### src/rtl/ansicur_pkg.sv
// Shared types, character codes and color palette for the ANSI text console core.
// No dependencies; used by every module of the block.
package ansicur_pkg;

  localparam int ArgSlotsDef   = 8;
  localparam int QueueDepthDef = 4;

  localparam int ACC_W   = 10;
  localparam int COLOR_W = 24;
  localparam int CFG_IDX_W = 1;

  localparam logic [ACC_W-1:0] ACC_MAX     = 10'd1023;
  localparam logic [ACC_W-1:0] CMD_FG      = 10'd38;
  localparam logic [ACC_W-1:0] CMD_BG      = 10'd48;
  localparam logic [ACC_W-1:0] ARG_PALETTE = 10'd5;
  localparam logic [ACC_W-1:0] ARG_DIRECT  = 10'd2;

  localparam logic [7:0] CHR_NUL  = 8'h00;
  localparam logic [7:0] CHR_LF   = 8'h0A;
  localparam logic [7:0] CHR_CR   = 8'h0D;
  localparam logic [7:0] CHR_ESC  = 8'h1B;
  localparam logic [7:0] CHR_SEMI = 8'h3B;
  localparam logic [7:0] CHR_LBR  = 8'h5B;
  localparam logic [7:0] CHR_M    = 8'h6D;
  localparam logic [7:0] CHR_0    = 8'h30;
  localparam logic [7:0] CHR_9    = 8'h39;

  localparam logic [COLOR_W-1:0] COLOR_WHITE = 24'hFFFFFF;
  localparam logic [COLOR_W-1:0] COLOR_BLACK = 24'h000000;

  localparam logic [7:0] NUM_COLS_RST = 8'd80;
  localparam logic [7:0] NUM_ROWS_RST = 8'd25;

  typedef enum logic [1:0] {
    ACT_NONE    = 2'd0,
    ACT_DRAW    = 2'd1,
    ACT_NEWLINE = 2'd2,
    ACT_CR      = 2'd3
  } act_e;

  typedef enum logic {
    EV_DRAW   = 1'b0,
    EV_SCROLL = 1'b1
  } event_e;

  typedef enum logic [CFG_IDX_W-1:0] {
    REG_NUM_COLS = 1'b0,
    REG_NUM_ROWS = 1'b1
  } reg_idx_e;

  typedef struct packed {
    logic               esc_first;
    act_e               act;
    logic [7:0]         glyph;
    logic [COLOR_W-1:0] fg;
    logic [COLOR_W-1:0] bg;
  } op_t;

  localparam int OP_W = $bits(op_t);

  typedef struct packed {
    event_e             kind;
    logic [7:0]         col;
    logic [7:0]         row;
    logic [7:0]         glyph;
    logic [COLOR_W-1:0] fg;
    logic [COLOR_W-1:0] bg;
    logic               last;
  } result_t;

  typedef struct packed {
    logic full;
    logic empty;
  } queue_status_t;

  function automatic logic [COLOR_W-1:0] palette(input logic [3:0] idx);
    logic [COLOR_W-1:0] col;
    unique case (idx)
      4'd0:  col = 24'h000000;
      4'd1:  col = 24'hAA0000;
      4'd2:  col = 24'h00AA00;
      4'd3:  col = 24'hAAAA00;
      4'd4:  col = 24'h0000AA;
      4'd5:  col = 24'hAA00AA;
      4'd6:  col = 24'h00AAAA;
      4'd7:  col = 24'hAAAAAA;
      4'd8:  col = 24'h555555;
      4'd9:  col = 24'hFF5555;
      4'd10: col = 24'h55FF55;
      4'd11: col = 24'hFFFF55;
      4'd12: col = 24'h5555FF;
      4'd13: col = 24'hFF55FF;
      4'd14: col = 24'h55FFFF;
      default: col = 24'hFFFFFF;
    endcase
    return col;
  endfunction

endpackage

### src/rtl/text_console_ansi_cursor_core.sv
// Top level of the ANSI text console core: geometry registers, parser front end,
// operation queue and cursor back end. Uses ansicur_pkg, ansicur_front/fifo/back.
//
//   channel  | handshake              | payload
//   ---------+------------------------+------------------------------------------
//   input    | in_valid_i / in_stall_o   | char_byte_i, write_start_i
//   result   | out_valid_o / out_stall_i | event_kind_o .. bg_blue_o, last_result_o
//   config   | cfg_valid_i / cfg_ready_o | cfg_index_i, cfg_data_i
//
// A byte is taken every cycle while the operation queue has room. The output
// drain sets the rate: a byte with k results (k up to 4) holds the back end
// until all k are drained; bytes without results cost one queue slot or none.
// Reset clears cursor, colors, parser and geometry (80 x 25). An output stall
// backs up through the queue into in_stall_o.
module text_console_ansi_cursor_core #(
  parameter int ARG_SLOTS   = ansicur_pkg::ArgSlotsDef,
  parameter int QUEUE_DEPTH = ansicur_pkg::QueueDepthDef
) (
  input  logic                              clk_i,
  input  logic                              rst_ni,
  input  logic                              in_valid_i,
  output logic                              in_stall_o,
  input  logic [7:0]                        char_byte_i,
  input  logic                              write_start_i,
  output logic                              out_valid_o,
  input  logic                              out_stall_i,
  output logic                              event_kind_o,
  output logic [7:0]                        cell_col_o,
  output logic [7:0]                        cell_row_o,
  output logic [7:0]                        glyph_code_o,
  output logic [7:0]                        fg_red_o,
  output logic [7:0]                        fg_green_o,
  output logic [7:0]                        fg_blue_o,
  output logic [7:0]                        bg_red_o,
  output logic [7:0]                        bg_green_o,
  output logic [7:0]                        bg_blue_o,
  output logic                              last_result_o,
  input  logic                              cfg_valid_i,
  output logic                              cfg_ready_o,
  input  logic [ansicur_pkg::CFG_IDX_W-1:0] cfg_index_i,
  input  logic [7:0]                        cfg_data_i
);

  logic [7:0]                 num_cols_q, num_rows_q;
  logic [7:0]                 cols_eff, rows_eff;
  logic                       accept;
  logic                       push;
  ansicur_pkg::op_t           op_in, op_out;
  logic [ansicur_pkg::OP_W-1:0] op_raw;
  ansicur_pkg::queue_status_t q_status;
  logic                       pop;
  ansicur_pkg::result_t       res;

  assign cfg_ready_o = 1'b1;

  always_ff @(posedge clk_i or negedge rst_ni) begin
    if (!rst_ni) begin
      num_cols_q <= ansicur_pkg::NUM_COLS_RST;
      num_rows_q <= ansicur_pkg::NUM_ROWS_RST;
    end else if (cfg_valid_i && cfg_ready_o) begin
      unique case (ansicur_pkg::reg_idx_e'(cfg_index_i))
        ansicur_pkg::REG_NUM_COLS: num_cols_q <= cfg_data_i;
        ansicur_pkg::REG_NUM_ROWS: num_rows_q <= cfg_data_i;
        default: num_cols_q <= num_cols_q;
      endcase
    end
  end

  assign cols_eff = (num_cols_q == 8'd0) ? 8'd1 : num_cols_q;
  assign rows_eff = (num_rows_q == 8'd0) ? 8'd1 : num_rows_q;

  assign in_stall_o = q_status.full;
  assign accept     = in_valid_i && !in_stall_o;

  ansicur_front #(
    .ARG_SLOTS (ARG_SLOTS)
  ) u_front (
    .clk_i         (clk_i),
    .rst_ni        (rst_ni),
    .accept_i      (accept),
    .char_byte_i   (char_byte_i),
    .write_start_i (write_start_i),
    .push_o        (push),
    .op_o          (op_in)
  );

  ansicur_fifo #(
    .WIDTH (ansicur_pkg::OP_W),
    .DEPTH (QUEUE_DEPTH)
  ) u_fifo (
    .clk_i    (clk_i),
    .rst_ni   (rst_ni),
    .push_i   (push),
    .data_i   (op_in),
    .pop_i    (pop),
    .data_o   (op_raw),
    .status_o (q_status)
  );

  assign op_out = ansicur_pkg::op_t'(op_raw);

  ansicur_back u_back (
    .clk_i       (clk_i),
    .rst_ni      (rst_ni),
    .cols_i      (cols_eff),
    .rows_i      (rows_eff),
    .op_valid_i  (!q_status.empty),
    .op_i        (op_out),
    .op_pop_o    (pop),
    .out_stall_i (out_stall_i),
    .out_valid_o (out_valid_o),
    .out_o       (res)
  );

  assign event_kind_o  = res.kind;
  assign cell_col_o    = res.col;
  assign cell_row_o    = res.row;
  assign glyph_code_o  = res.glyph;
  assign fg_red_o      = res.fg[23:16];
  assign fg_green_o    = res.fg[15:8];
  assign fg_blue_o     = res.fg[7:0];
  assign bg_red_o      = res.bg[23:16];
  assign bg_green_o    = res.bg[15:8];
  assign bg_blue_o     = res.bg[7:0];
  assign last_result_o = res.last;

endmodule

### src/rtl/ansicur_front.sv
// Front end: accepts console bytes, runs the escape/SGR parser and holds the colors.
// Emits one cursor operation per byte that touches the screen. Uses ansicur_pkg.
module ansicur_front #(
  parameter int ARG_SLOTS = ansicur_pkg::ArgSlotsDef
) (
  input  logic                clk_i,
  input  logic                rst_ni,
  input  logic                accept_i,
  input  logic [7:0]          char_byte_i,
  input  logic                write_start_i,
  output logic                push_o,
  output ansicur_pkg::op_t    op_o
);

  localparam int FI_W   = $clog2(ARG_SLOTS + 2);
  localparam int SLOT_W = $clog2(ARG_SLOTS);
  localparam int ACC_W  = ansicur_pkg::ACC_W;
  localparam int COLOR_W = ansicur_pkg::COLOR_W;

  logic                in_seq_q, in_seq_d;
  logic                esc_q, esc_d;
  logic                stop_q, stop_d;
  logic [FI_W-1:0]     fi_q, fi_d;
  logic [ACC_W-1:0]    cmd_q, cmd_d;
  logic [ACC_W-1:0]    args_q [ARG_SLOTS];
  logic [ACC_W-1:0]    args_d [ARG_SLOTS];
  logic [COLOR_W-1:0]  fg_q, fg_d;
  logic [COLOR_W-1:0]  bg_q, bg_d;

  logic                esc_first;
  logic                go;
  ansicur_pkg::act_e   act;
  logic [SLOT_W-1:0]   slot;
  logic [ACC_W-1:0]    acc_cur;
  logic [13:0]         acc_prod;
  logic [ACC_W-1:0]    acc_new;
  logic [COLOR_W-1:0]  pick;

  always_comb begin
    in_seq_d  = in_seq_q;
    esc_d     = esc_q;
    stop_d    = stop_q;
    fi_d      = fi_q;
    cmd_d     = cmd_q;
    args_d    = args_q;
    fg_d      = fg_q;
    bg_d      = bg_q;
    esc_first = 1'b0;
    go        = 1'b0;
    act       = ansicur_pkg::ACT_NONE;
    push_o    = 1'b0;
    slot      = SLOT_W'(fi_q - FI_W'(1));
    acc_cur   = (fi_q == '0) ? cmd_q : args_q[slot];
    acc_prod  = {4'd0, acc_cur} * 14'd10 + {10'd0, char_byte_i[3:0]};
    acc_new   = (acc_prod > {4'd0, ansicur_pkg::ACC_MAX}) ? ansicur_pkg::ACC_MAX
                                                          : acc_prod[ACC_W-1:0];
    if (args_q[0] == ansicur_pkg::ARG_PALETTE) begin
      pick = ansicur_pkg::palette(args_q[1][3:0]);
    end else begin
      pick = {args_q[1][7:0], args_q[2][7:0], args_q[3][7:0]};
    end

    if (accept_i) begin
      if (write_start_i) begin
        in_seq_d = 1'b0;
        esc_d    = 1'b0;
        stop_d   = 1'b0;
        fi_d     = '0;
        cmd_d    = '0;
        for (int i = 0; i < ARG_SLOTS; i++) args_d[i] = '0;
      end
      if (!stop_d) begin
        if (in_seq_d) begin
          priority if (char_byte_i == ansicur_pkg::CHR_SEMI) begin
            if (fi_q <= FI_W'(ARG_SLOTS)) fi_d = fi_q + FI_W'(1);
          end else if (char_byte_i == ansicur_pkg::CHR_M) begin
            if (args_q[0] == ansicur_pkg::ARG_PALETTE || args_q[0] == ansicur_pkg::ARG_DIRECT) begin
              if (cmd_q == ansicur_pkg::CMD_FG) begin
                fg_d = pick;
              end else if (cmd_q == ansicur_pkg::CMD_BG) begin
                bg_d = pick;
              end
            end
            in_seq_d = 1'b0;
          end else if (char_byte_i >= ansicur_pkg::CHR_0 && char_byte_i <= ansicur_pkg::CHR_9) begin
            if (fi_q == '0) begin
              cmd_d = acc_new;
            end else if (fi_q <= FI_W'(ARG_SLOTS)) begin
              args_d[slot] = acc_new;
            end
          end else begin
            in_seq_d = in_seq_q;
          end
        end else begin
          go = 1'b1;
          if (esc_d) begin
            esc_d = 1'b0;
            if (char_byte_i == ansicur_pkg::CHR_LBR) begin
              fi_d     = '0;
              cmd_d    = '0;
              for (int i = 0; i < ARG_SLOTS; i++) args_d[i] = '0;
              in_seq_d = 1'b1;
              go       = 1'b0;
            end else begin
              esc_first = 1'b1;
            end
          end
          if (go) begin
            unique case (char_byte_i)
              ansicur_pkg::CHR_LF:  act = ansicur_pkg::ACT_NEWLINE;
              ansicur_pkg::CHR_CR:  act = ansicur_pkg::ACT_CR;
              ansicur_pkg::CHR_ESC: esc_d = 1'b1;
              ansicur_pkg::CHR_NUL: stop_d = 1'b1;
              default:              act = ansicur_pkg::ACT_DRAW;
            endcase
          end
          push_o = esc_first || (act != ansicur_pkg::ACT_NONE);
        end
      end
    end
  end

  assign op_o.esc_first = esc_first;
  assign op_o.act       = act;
  assign op_o.glyph     = char_byte_i;
  assign op_o.fg        = fg_q;
  assign op_o.bg        = bg_q;

  always_ff @(posedge clk_i or negedge rst_ni) begin
    if (!rst_ni) begin
      in_seq_q <= 1'b0;
      esc_q    <= 1'b0;
      stop_q   <= 1'b0;
      fi_q     <= '0;
      cmd_q    <= '0;
      for (int i = 0; i < ARG_SLOTS; i++) args_q[i] <= '0;
      fg_q     <= ansicur_pkg::COLOR_WHITE;
      bg_q     <= ansicur_pkg::COLOR_BLACK;
    end else begin
      in_seq_q <= in_seq_d;
      esc_q    <= esc_d;
      stop_q   <= stop_d;
      fi_q     <= fi_d;
      cmd_q    <= cmd_d;
      args_q   <= args_d;
      fg_q     <= fg_d;
      bg_q     <= bg_d;
    end
  end

endmodule

### src/rtl/ansicur_fifo.sv
// Short register queue between the parser front end and the cursor back end.
// Generic width and depth; status travels as ansicur_pkg::queue_status_t.
module ansicur_fifo #(
  parameter int WIDTH = ansicur_pkg::OP_W,
  parameter int DEPTH = ansicur_pkg::QueueDepthDef
) (
  input  logic                       clk_i,
  input  logic                       rst_ni,
  input  logic                       push_i,
  input  logic [WIDTH-1:0]           data_i,
  input  logic                       pop_i,
  output logic [WIDTH-1:0]           data_o,
  output ansicur_pkg::queue_status_t status_o
);

  localparam int PTR_W = (DEPTH > 1) ? $clog2(DEPTH) : 1;
  localparam int CNT_W = $clog2(DEPTH + 1);

  logic [WIDTH-1:0] mem_q [DEPTH];
  logic [PTR_W-1:0] wr_ptr_q, rd_ptr_q;
  logic [CNT_W-1:0] count_q;
  logic             do_push, do_pop;

  assign status_o.full  = (count_q == CNT_W'(DEPTH));
  assign status_o.empty = (count_q == '0);
  assign do_push = push_i && !status_o.full;
  assign do_pop  = pop_i && !status_o.empty;
  assign data_o  = mem_q[rd_ptr_q];

  always_ff @(posedge clk_i) begin
    if (do_push) mem_q[wr_ptr_q] <= data_i;
  end

  always_ff @(posedge clk_i or negedge rst_ni) begin
    if (!rst_ni) begin
      wr_ptr_q <= '0;
      rd_ptr_q <= '0;
      count_q  <= '0;
    end else begin
      if (do_push) begin
        wr_ptr_q <= (wr_ptr_q == PTR_W'(DEPTH - 1)) ? '0 : wr_ptr_q + PTR_W'(1);
      end
      if (do_pop) begin
        rd_ptr_q <= (rd_ptr_q == PTR_W'(DEPTH - 1)) ? '0 : rd_ptr_q + PTR_W'(1);
      end
      unique case ({do_push, do_pop})
        2'b10:   count_q <= count_q + CNT_W'(1);
        2'b01:   count_q <= count_q - CNT_W'(1);
        default: count_q <= count_q;
      endcase
    end
  end

endmodule

### src/rtl/ansicur_back.sv
// Back end: moves the cursor for each queued operation, plans its draw and scroll
// events, and drains them one per unstalled cycle into out_q. Uses ansicur_pkg.
module ansicur_back (
  input  logic                 clk_i,
  input  logic                 rst_ni,
  input  logic [7:0]           cols_i,
  input  logic [7:0]           rows_i,
  input  logic                 op_valid_i,
  input  ansicur_pkg::op_t     op_i,
  output logic                 op_pop_o,
  input  logic                 out_stall_i,
  output logic                 out_valid_o,
  output ansicur_pkg::result_t out_o
);

  typedef struct packed {
    logic [7:0] col;
    logic [7:0] row;
    logic       scroll;
  } cur_t;

  typedef struct packed {
    logic [3:0]                         mask;
    logic [7:0]                         esc_col;
    logic [7:0]                         esc_row;
    logic [7:0]                         main_col;
    logic [7:0]                         main_row;
    logic [7:0]                         glyph;
    logic [ansicur_pkg::COLOR_W-1:0]    fg;
    logic [ansicur_pkg::COLOR_W-1:0]    bg;
  } plan_t;

  function automatic cur_t advance(input logic [7:0] c, input logic [7:0] r,
                                   input logic [7:0] cols, input logic [7:0] rows,
                                   input logic nl);
    cur_t       res;
    logic [8:0] cn;
    logic [8:0] rn;
    cn = {1'b0, c} + 9'd1;
    rn = {1'b0, r} + 9'd1;
    res.col    = c;
    res.row    = r;
    res.scroll = 1'b0;
    if (nl || cn >= {1'b0, cols}) begin
      res.col = 8'd0;
      if (rn >= {1'b0, rows}) begin
        res.scroll = 1'b1;
        res.row    = rows - 8'd1;
      end else begin
        res.row = rn[7:0];
      end
    end else begin
      res.col = cn[7:0];
    end
    return res;
  endfunction

  logic [7:0]           col_q, col_d;
  logic [7:0]           row_q, row_d;
  plan_t                plan_q, plan_d;
  logic                 out_valid_q;
  ansicur_pkg::result_t out_q, res;
  cur_t                 u_esc, u_main;
  logic [7:0]           c1, r1;
  logic                 m_draw, m_scroll;
  logic [3:0]           sel, mask_after;
  logic                 out_load, take;

  assign out_load   = (plan_q.mask != '0) && (!out_valid_q || !out_stall_i);
  assign sel        = plan_q.mask & (~plan_q.mask + 4'd1);
  assign mask_after = out_load ? (plan_q.mask & ~sel) : plan_q.mask;
  assign take       = op_valid_i && (mask_after == '0);
  assign op_pop_o   = take;

  always_comb begin
    u_esc = advance(col_q, row_q, cols_i, rows_i, 1'b0);
    c1    = op_i.esc_first ? u_esc.col : col_q;
    r1    = op_i.esc_first ? u_esc.row : row_q;
    u_main = advance(c1, r1, cols_i, rows_i, op_i.act == ansicur_pkg::ACT_NEWLINE);
    col_d    = c1;
    row_d    = r1;
    m_draw   = 1'b0;
    m_scroll = 1'b0;
    unique case (op_i.act)
      ansicur_pkg::ACT_NONE: begin
      end
      ansicur_pkg::ACT_DRAW: begin
        col_d    = u_main.col;
        row_d    = u_main.row;
        m_draw   = 1'b1;
        m_scroll = u_main.scroll;
      end
      ansicur_pkg::ACT_NEWLINE: begin
        col_d    = u_main.col;
        row_d    = u_main.row;
        m_scroll = u_main.scroll;
      end
      ansicur_pkg::ACT_CR: begin
        col_d = 8'd0;
      end
      default: begin
      end
    endcase

    plan_d = plan_q;
    plan_d.mask = mask_after;
    if (take) begin
      plan_d.mask     = {m_scroll, m_draw, op_i.esc_first & u_esc.scroll, op_i.esc_first};
      plan_d.esc_col  = col_q;
      plan_d.esc_row  = row_q;
      plan_d.main_col = c1;
      plan_d.main_row = r1;
      plan_d.glyph    = op_i.glyph;
      plan_d.fg       = op_i.fg;
      plan_d.bg       = op_i.bg;
    end

    res.fg    = plan_q.fg;
    res.bg    = plan_q.bg;
    res.last  = ((plan_q.mask & ~sel) == '0);
    priority if (sel[0]) begin
      res.kind  = ansicur_pkg::EV_DRAW;
      res.col   = plan_q.esc_col;
      res.row   = plan_q.esc_row;
      res.glyph = ansicur_pkg::CHR_ESC;
    end else if (sel[2]) begin
      res.kind  = ansicur_pkg::EV_DRAW;
      res.col   = plan_q.main_col;
      res.row   = plan_q.main_row;
      res.glyph = plan_q.glyph;
    end else begin
      res.kind  = ansicur_pkg::EV_SCROLL;
      res.col   = 8'd0;
      res.row   = 8'd0;
      res.glyph = 8'd0;
    end
  end

  always_ff @(posedge clk_i) begin
    if (out_load) out_q <= res;
  end

  always_ff @(posedge clk_i or negedge rst_ni) begin
    if (!rst_ni) begin
      col_q       <= 8'd0;
      row_q       <= 8'd0;
      plan_q      <= '0;
      out_valid_q <= 1'b0;
    end else begin
      if (take) begin
        col_q <= col_d;
        row_q <= row_d;
      end
      plan_q <= plan_d;
      if (out_load) begin
        out_valid_q <= 1'b1;
      end else if (!out_stall_i) begin
        out_valid_q <= 1'b0;
      end
    end
  end

  assign out_valid_o = out_valid_q;
  assign out_o       = out_q;

endmodule

### config.mk
export PLATFORM = sky130hd
export DESIGN_NAME = text_console_ansi_cursor_core
export DESIGN_NICKNAME = d
export VERILOG_FILES = /design/src/rtl/ansicur_pkg.sv /design/src/rtl/text_console_ansi_cursor_core.sv /design/src/rtl/ansicur_front.sv /design/src/rtl/ansicur_fifo.sv /design/src/rtl/ansicur_back.sv
export SDC_FILE = /design/constraint.sdc
export NUM_CORES = 1
export LEC_CHECK = 0
export BUFFER_PORTS_ARGS = -buffer_cell sky130_fd_sc_hd__clkbuf_2
export CAP_MARGIN = 15
export CORE_MARGIN = 3
export CORE_UTILIZATION = 55
export CTS_BUF_LIST = sky130_fd_sc_hd__clkbuf_16
export DETAILED_ROUTE_END_ITERATION = 8
export GPL_TIMING_DRIVEN = 0
export PLACE_DENSITY = 0.72
export SLEW_MARGIN = 20
export SYNTH_ARGS = -nofsm -noshare
export SYNTH_HDL_FRONTEND = slang
export SYNTH_SLANG_ARGS = --single-unit
### constraint.sdc
create_clock -name clk_i -period 8.25 [get_ports clk_i]
set_input_delay 1.65 -clock clk_i [delete_from_list [all_inputs] [get_ports clk_i]]
set_output_delay 1.65 -clock clk_i [all_outputs]
set_load 0.005 [all_outputs]
# --- Yosys cells after proc, flatten, opt, wreduce, memory -nomap -nowiden ---
# Memory sizes are Yosys's and may differ from the RTL's.
# Index checks and enable logic that the tools add are counted.
totals:
  out_inout_bits: 77
  input_bits: 23
  romBits: 384
  memories: 2
  register_bits: 351
  wordCells: 236
  ramBits: 236
memory_table:
  columns: ["memory", "depth", "word_bits", "rd", "rd_clocked_by_memory_dff", "wr", "line_no", "rtl"]
  rows:
  - ["(no name shown)", 16, 24, 1, 0, 0, "ansicur_pkg.sv:78", "unique case (idx)"]
  - ["u_fifo.mem_q", 4, 59, 1, 0, 1, "ansicur_fifo.sv:19", "logic [WIDTH-1:0] mem_q [DEPTH];"]
classes:
  multipliers: 1
  muxes: 107
  addsub: 13
  eq_ne: 20
  n_bitwise: 11
  reduce_logical: 33
  order_cmp: 10
ops:
  columns: ["cell", "count"]
  rows:
  - ["$mux 80", 11]
  - ["$mux 10", 14]
  - ["$mux 92", 1]
  - ["$bwmux 80", 1]
  - ["$mux 8", 9]
  - ["$mux 24", 2]
  - ["$mux 1", 44]
  - ["$add 8x1->9 const B", 4]
  - ["$ge 9x8->1", 4]
  - ["$mux 4", 8]
  - ["$bmux 10 s3", 1]
  - ["$demux 10 s3", 1]
  - ["$mux 25", 1]
  - ["$logic_not 8->1", 3]
  - ["$eq 10x6->1 const B", 2]
  - ["$mux 2", 9]
  - ["$mux 9", 2]
  - ["$eq 8x4->1 const B", 2]
  - ["$eq 8x7->1 const B", 2]
  - ["$pmux 8 s2", 1]
  - ["$add 14x4->14", 1]
  - ["$gt 14x10->1 const B", 1]
  - ["$mul 10x3->13 const B", 1]
  - ["$logic_not 4->1", 3]
  - ["36 further kinds", 67]

# --- Longest topological paths before layout ---
logic_depth:
  depth_word: 20
  depth_mapped: 28
  ltp_nobuf: 25

# --- By module ---
# Synthesis repeated with hierarchy kept, for this count alone.
unflattened:
  cells_unflattened: 2094
  area_unflattened_um2: 26400.3
by_module_without_submodules:
  columns: ["module", "seq_area_each_um2", "n_inst", "area_per_inst_um2", "cells_per_inst"]
  rows:
  - ["ansicur_fifo", 7262.0, 1, 9031.2, 349]
  - ["ansicur_back", 4949.7, 1, 8831.0, 852]
  - ["ansicur_front", 3658.5, 1, 7778.7, 834]
  - ["text_console_ansi_cursor_core", 406.6, 1, 759.5, 59]

# --- Worst setup path before layout ---
# Ideal clock, no wire load.
synth_path:
  path_type: "input to register"
  startpoint: "in out_stall_i"
  endpoint: "reg u_back.out_q, in the netlist u_back.out_o[0], enable pin"
  setup_time_ps: 530
  n_path_buf: 1
  required_ps: 7720
  path_stages: 3
  arrival_ps: 5539
  path_slack_ps: 2180
  cell_sequence: "and2_1 -> clkbuf_1 -> a21oi_1"
synth_via:
  elab_chain_len: 3
synth_rtl:
  columns: ["item", "line_no", "rtl"]
  rows:
  - ["start: declaration", "text_console_ansi_cursor_core.sv:26", "input logic out_stall_i,"]
  - ["$logic_not 1->1", "ansicur_back.sv:69", "assign out_load = (plan_q.mask != '0) && (!out_valid_q || !out_stall_i);"]
  - ["$logic_or 1x1->1", "ansicur_back.sv:69", null]
  - ["$logic_and 1x1->1", "ansicur_back.sv:69", null]
  - ["via u_back.out_load", "ansicur_back.sv:67", "logic out_load, take;"]
  - ["end signal: assignment", "ansicur_back.sv:140", "if (out_load) out_q <= res;"]
  - ["end: declaration", "ansicur_back.sv:62", "ansicur_pkg::result_t out_q, res;"]
# The timed path passes the listed nets, and every way through them passes these cells.
# A chain may end at the register's enable or synchronous reset.

# --- Worst setup path after layout ---
layout_path:
  startpoint: "reg u_front.fi_q[0]"
  endpoint: "reg u_front.args_q[64] (netlist name)"
layout_via:
  elab_chain_len: 18
  word_cells_on_any_way: 25
  classes_between: "2 x add/sub; 1 x mul; 4 x order compare; 15 x mux; 1 x bitwise; 2 x reduce/logical"
layout_rtl:
  columns: ["item", "line_no", "rtl"]
  rows:
  - ["start: declaration", "ansicur_front.sv:23", "logic [FI_W-1:0] fi_q, fi_d;"]
  - ["start signal: assignment", "ansicur_front.sv:143", "fi_q <= fi_d;"]
  - ["$sub 3x1->3", "ansicur_front.sv:52", "slot = SLOT_W'(fi_q - FI_W'(1));"]
  - ["$not 3->4 (implied by the code)", "ansicur_front.sv:53, ansicur_front.sv:89", null]
  - ["$bmux 10 s3", "ansicur_front.sv:53", "acc_cur = (fi_q == '0) ? cmd_q : args_q[slot];"]
  - ["$mux 10 (implied by the code) (2 in a row)", "ansicur_front.sv:53", null]
  - ["$mux 10", "ansicur_front.sv:53", null]
  - ["$mul 10x3->13", "ansicur_front.sv:54", "acc_prod = {4'd0, acc_cur} * 14'd10 + {10'd0, char_byte_i[3:0]};"]
  - ["$add 14x4->14", "ansicur_front.sv:54", null]
  - ["$gt 14x10->1", "ansicur_front.sv:55", "acc_new = (acc_prod > {4'd0, ansicur_pkg::ACC_MAX}) ? ansicur_pkg::ACC_MAX"]
  - ["$mux 10", "ansicur_front.sv:55", null]
  - ["$bwmux 80", "ansicur_front.sv:89", "args_d[slot] = acc_new;"]
  - ["$mux 80", "ansicur_front.sv:88", "end else if (fi_q <= FI_W'(ARG_SLOTS)) begin"]
  - ["$mux 80 *", "ansicur_front.sv:86", "if (fi_q == '0) begin"]
  - ["$mux 80 *", "ansicur_front.sv:85", "end else if (char_byte_i >= ansicur_pkg::CHR_0 && char_byte_i <= ansicur_pkg::CHR_9) begin"]
  - ["$mux 80 *", "ansicur_front.sv:76", "end else if (char_byte_i == ansicur_pkg::CHR_M) begin"]
  - ["$mux 80 *", "ansicur_front.sv:74", "priority if (char_byte_i == ansicur_pkg::CHR_SEMI) begin"]
  - ["$mux 80 *", "ansicur_front.sv:73", "if (in_seq_d) begin"]
  - ["$mux 80 *", "ansicur_front.sv:72", "if (!stop_d) begin"]
  - ["end signal: assignment", "ansicur_front.sv:145", "args_q <= args_d;"]
  - ["end: declaration", "ansicur_front.sv:25", "logic [ACC_W-1:0] args_q [ARG_SLOTS];"]
# Mark *: on every way between the ends. The rest lies on a longest branch, timed or not. The select of a mux whose other input is x is not followed.

==> out/summary.txt <==
Clk sinks - 587
Adder and majority gate portion of the synthesized area - 0.03446
Synth top area cells - sky130_fd_sc_hd__edfxtp_1 (36%), sky130_fd_sc_hd__dfrtp_1 (24%), sky130_fd_sc_hd__nand2_1 (5.8%), sky130_fd_sc_hd__mux4_2 (5.6%), sky130_fd_sc_hd__ha_1 (3.2%)
Height of the die - 223.7 µm
Post-CTS setup-driven buffer insertion count - 0
Critical path required time - 8.69 ns
Antenna diode count - 0
Final weighted congestion in routability-driven placement - 0.9443
Static Leak - 11.98 nW
Initial drt markers - 1,725
Overall die width - 223.7 µm
Cell count after synthesis - 2,122
Fraction of synthesized cell area in xor and xnor cells - 0.01344
Area fraction of the dominant cell type after synthesis - 0.3571
Type of the worst setup path - reg -> reg
Commonest non-fill, non-tap cell in the layout - sky130_fd_sc_hd__nand2_1
Via count - 18,145
Hold_buf cts - 0
Final setup violation count - 0
Core Util, Final - 0.6370
Global routing usage on met1 - 0.3892
CP Launch Type - register
Commonest cells after routing, fill and taps aside - sky130_fd_sc_hd__nand2_1 (400), sky130_fd_sc_hd__edfxtp_1 (310), sky130_fd_sc_hd__dfrtp_1 (248)
Unrepaired setup endpoints after global routing - no
Count of unresolved DRC violations after routing - 0
Worst min path class - reg -> reg
# port buffers - 98
Area fraction in compound gates after synthesis - 0.1133
Post-synth top area cell - sky130_fd_sc_hd__edfxtp_1
Minimum clock period after layout - 7.259 ns
Final Hold Vio Count - 0
CP most frequent cell - sky130_fd_sc_hd__ha_1
Global routing's busiest layer - met2
Global router's overall resource usage - 0.2719
Global routing met2 resource utilization - 0.4403
Clock tree from TritonCTS - done
Number of global-route vias before repair - 18,077
FMAX - 137.8 MHz
Worst vdd ir - 0.2312 mV
ANT nets after route - 0
Fraction of final layout cells with drive strength greater than 1 - 0.1536
Met3 usage - 0.04246
Quantity of gates resized following cts - 0
Final #Nets - 2,387
Slew @ Worst Pin - 1.088 ns
Maximum clock skew at final layout - 0.04300 ns
Flip-flop cell with the highest count after synthesis - sky130_fd_sc_hd__edfxtp_1
FP Rows - 79
Area of all placed cells without fillers - 0.02972 mm²
Power per standard cell area - 370.7 mW/mm²
Worst slew margin relative to its limit - 0.2677
Largest stage delay on the critical path - 0.79 ns
Net count of the mapped netlist - 2,215
Post-synthesis average cell area - 12.28 µm²
Post-route fraction of the period consumed by the critical path - 0.8799
Io pins - 100
Async set-or-reset flop fraction in the synthesized netlist - 0.4719
Total core area - 0.04665 mm²
Fraction of the yosys area taken by sequential cells - 0.6244
DR pass1 iterations - 5
Total wire length after detailed routing - 67,410 µm
Placement-stage cell area - 0.02775 mm²
Share of synthesized cell area in and, or, nand and nor gates - 0.1200
Clock Tree Root - sky130_fd_sc_hd__clkbuf_16
Synthesis-to-layout area growth - 14.01%
Clock insertion delay at the later pin of the skew report - 0.64 ns
Cell area after synthesis - 0.02607 mm²
Number of buffers added by the clock tree synthesis step - 57
CTS clock-pin slew for the worst setup and hold paths - 0.07 ns
Largest family of logic cells by synthesized area - simple AND/OR/NAND/NOR gates
Flip-flop and latch count after synthesis - 587
Largest net degree at the start of global routing - 93
Overall die area - 0.05005 mm²
Kind of end point of the critical path - register
Crit Path Max Fanout - 10
Slowest-stage cell, CP - sky130_fd_sc_hd__nor3_2
Per-cell via count in the routed design - 6.151
DPL Wire Length - 47,240 µm
Portion of netlist area occupied by mux cells - 0.06974
Outcome - complete, no violations
Initial antenna violation count - 0
Global route overflow - 0
Max-cap violations - 0
CTS HTree Levels - 2
Data arrival at the endpoint of the critical path - 7.70 ns
Synth warn - 0
EDFF count, synth - 310
Wire length of the first global-routing pass - 105,100 µm
Count of final max-slew check failures - 0
Initial Utilization - 0.5588
Count of unique library cells instantiated by Yosys - 89
Max clock buf depth - 3
DR WL/cell - 22.85 µm
-- cell usage after synthesis, drive strengths merged, types with 5 or more instances --
cell type / instances
nand2: 405
edfxtp: 310
dfrtp: 248
nor2: 139
a21oi: 130
o21ai: 118
clkbuf: 80
ha: 67
mux4: 65
a22o: 61
inv: 55
nor3: 37
nand3: 32
xnor2: 30
dfstp: 29
buf: 22
a21o: 19
a31oi: 19
mux2i: 17
mux2: 16
and3: 14
nand2b: 14
nand4: 12
nor2b: 12
a211oi: 11
o211ai: 11
a22oi: 10
or3: 10
xor2: 10
and2: 9
o21a: 9
nor4: 8
a221oi: 7
o31ai: 6
o21bai: 5
-- cell type report --
type,instances,area (µm²)
multi-input cells,1377,9210
well taps,607,759.5
clock buffers,57,1426
inverters,56,210.2
plain buffers,102,430.4
fillers,3527,16930
repair buffers,113,859.6
flip-flops and latches,587,16280
clock inverters,51,548.0
-- worst max-delay path, delay by kind of cell, from the launching register on --
family	cells	cell delay, ns
AOI/OAI and AO/OA	9	1.71
and+or+nand+nor	4	1.39
buffers and inverters	7	2.18
xor gates and xnor gates	1	0.24
adders and majority gates	4	1.05
DFF	1	0.49
-- per-layer routing --
metal	wire [µm]	up-vias	part of all wire
li1	-	8140	-
met1	28720	9179	0.43
met2	32010	691	0.47
met3	4853	135	0.072
met4	1818	0	0.027
met5	0	-	0
-- registers in the layout, summed over array words and instances, names as in the netlist --
signal and flops:
u_fifo.rd_ptr_q 2, u_back.out_valid_o 1, num_rows_q 8, u_fifo.mem_q 236, u_front.fi_q 4, u_front.args_q 80
u_fifo.count_q 3, u_back.col_q 8, u_front.cmd_q 10, num_cols_q 8, u_front.fg_q 24, u_back.out_o 74
u_front.stop_q 1, u_front.in_seq_q 1, u_back.row_q 8, u_back.plan_q 92, u_front.esc_q 1, u_front.bg_q 24
u_fifo.wr_ptr_q 2
-- where the power goes --
group	internal [mW]	switching (mW)
Combinational	1.48	2.53
Clock	1.58	1.13
Sequential	3.99	0.310
-- through the flow --
| stage | hold WS, ns | setup WS [ns] | cells | TNS [ns] | total power [mW] |
|---|---|---|---|---|---|
| floorplan | 0.4248 | 2.180 | 2122 | 0 | 6.855 |
| global placement | 0.4324 | -0.3118 | 2827 | -114.17 | 8.125 |
| detailed placement | 0.4322 | 1.099 | 2842 | 0 | 8.299 |
| CTS | 0.4429 | 1.068 | 2950 | 0 | 11.05 |
| global route | 0.4480 | 0.5648 | 2950 | 0 | 11.62 |
| finish | 0.4412 | 0.9910 | 2950 | 0 | 11.02 |
-- logic make-up (layout without fill, tap and decap cells) --
logic type,after synthesis,in the layout
AOI/OAI and AO/OA,455,455
xor gates and xnor gates,40,40
adders and majority gates,70,70
buffers and inverters,158,379
DFF,587,587
muxes,98,98
other,1,1
and+or+nand+nor,713,713
-- final timing paths --
check	slack (ns)	cells after the start	endpoint	startpoint
min in group asynchronous	0.99	1	num_rows_q[6]	rst_ni
worst min register to register	0.44	0	u_back.out_o[29]	u_back.plan_q[28]
max in group asynchronous	6.01	3	u_front.args_q[77]	rst_ni
worst max register to register	0.99	25	u_front.args_q[64]	u_front.fi_q[0]
worst max-delay path	0.99	25	u_front.args_q[64]	u_front.fi_q[0]
worst min-delay path	0.44	0	u_back.out_o[29]	u_back.plan_q[28]
Note: power is estimated with default switching activity, not from simulation.
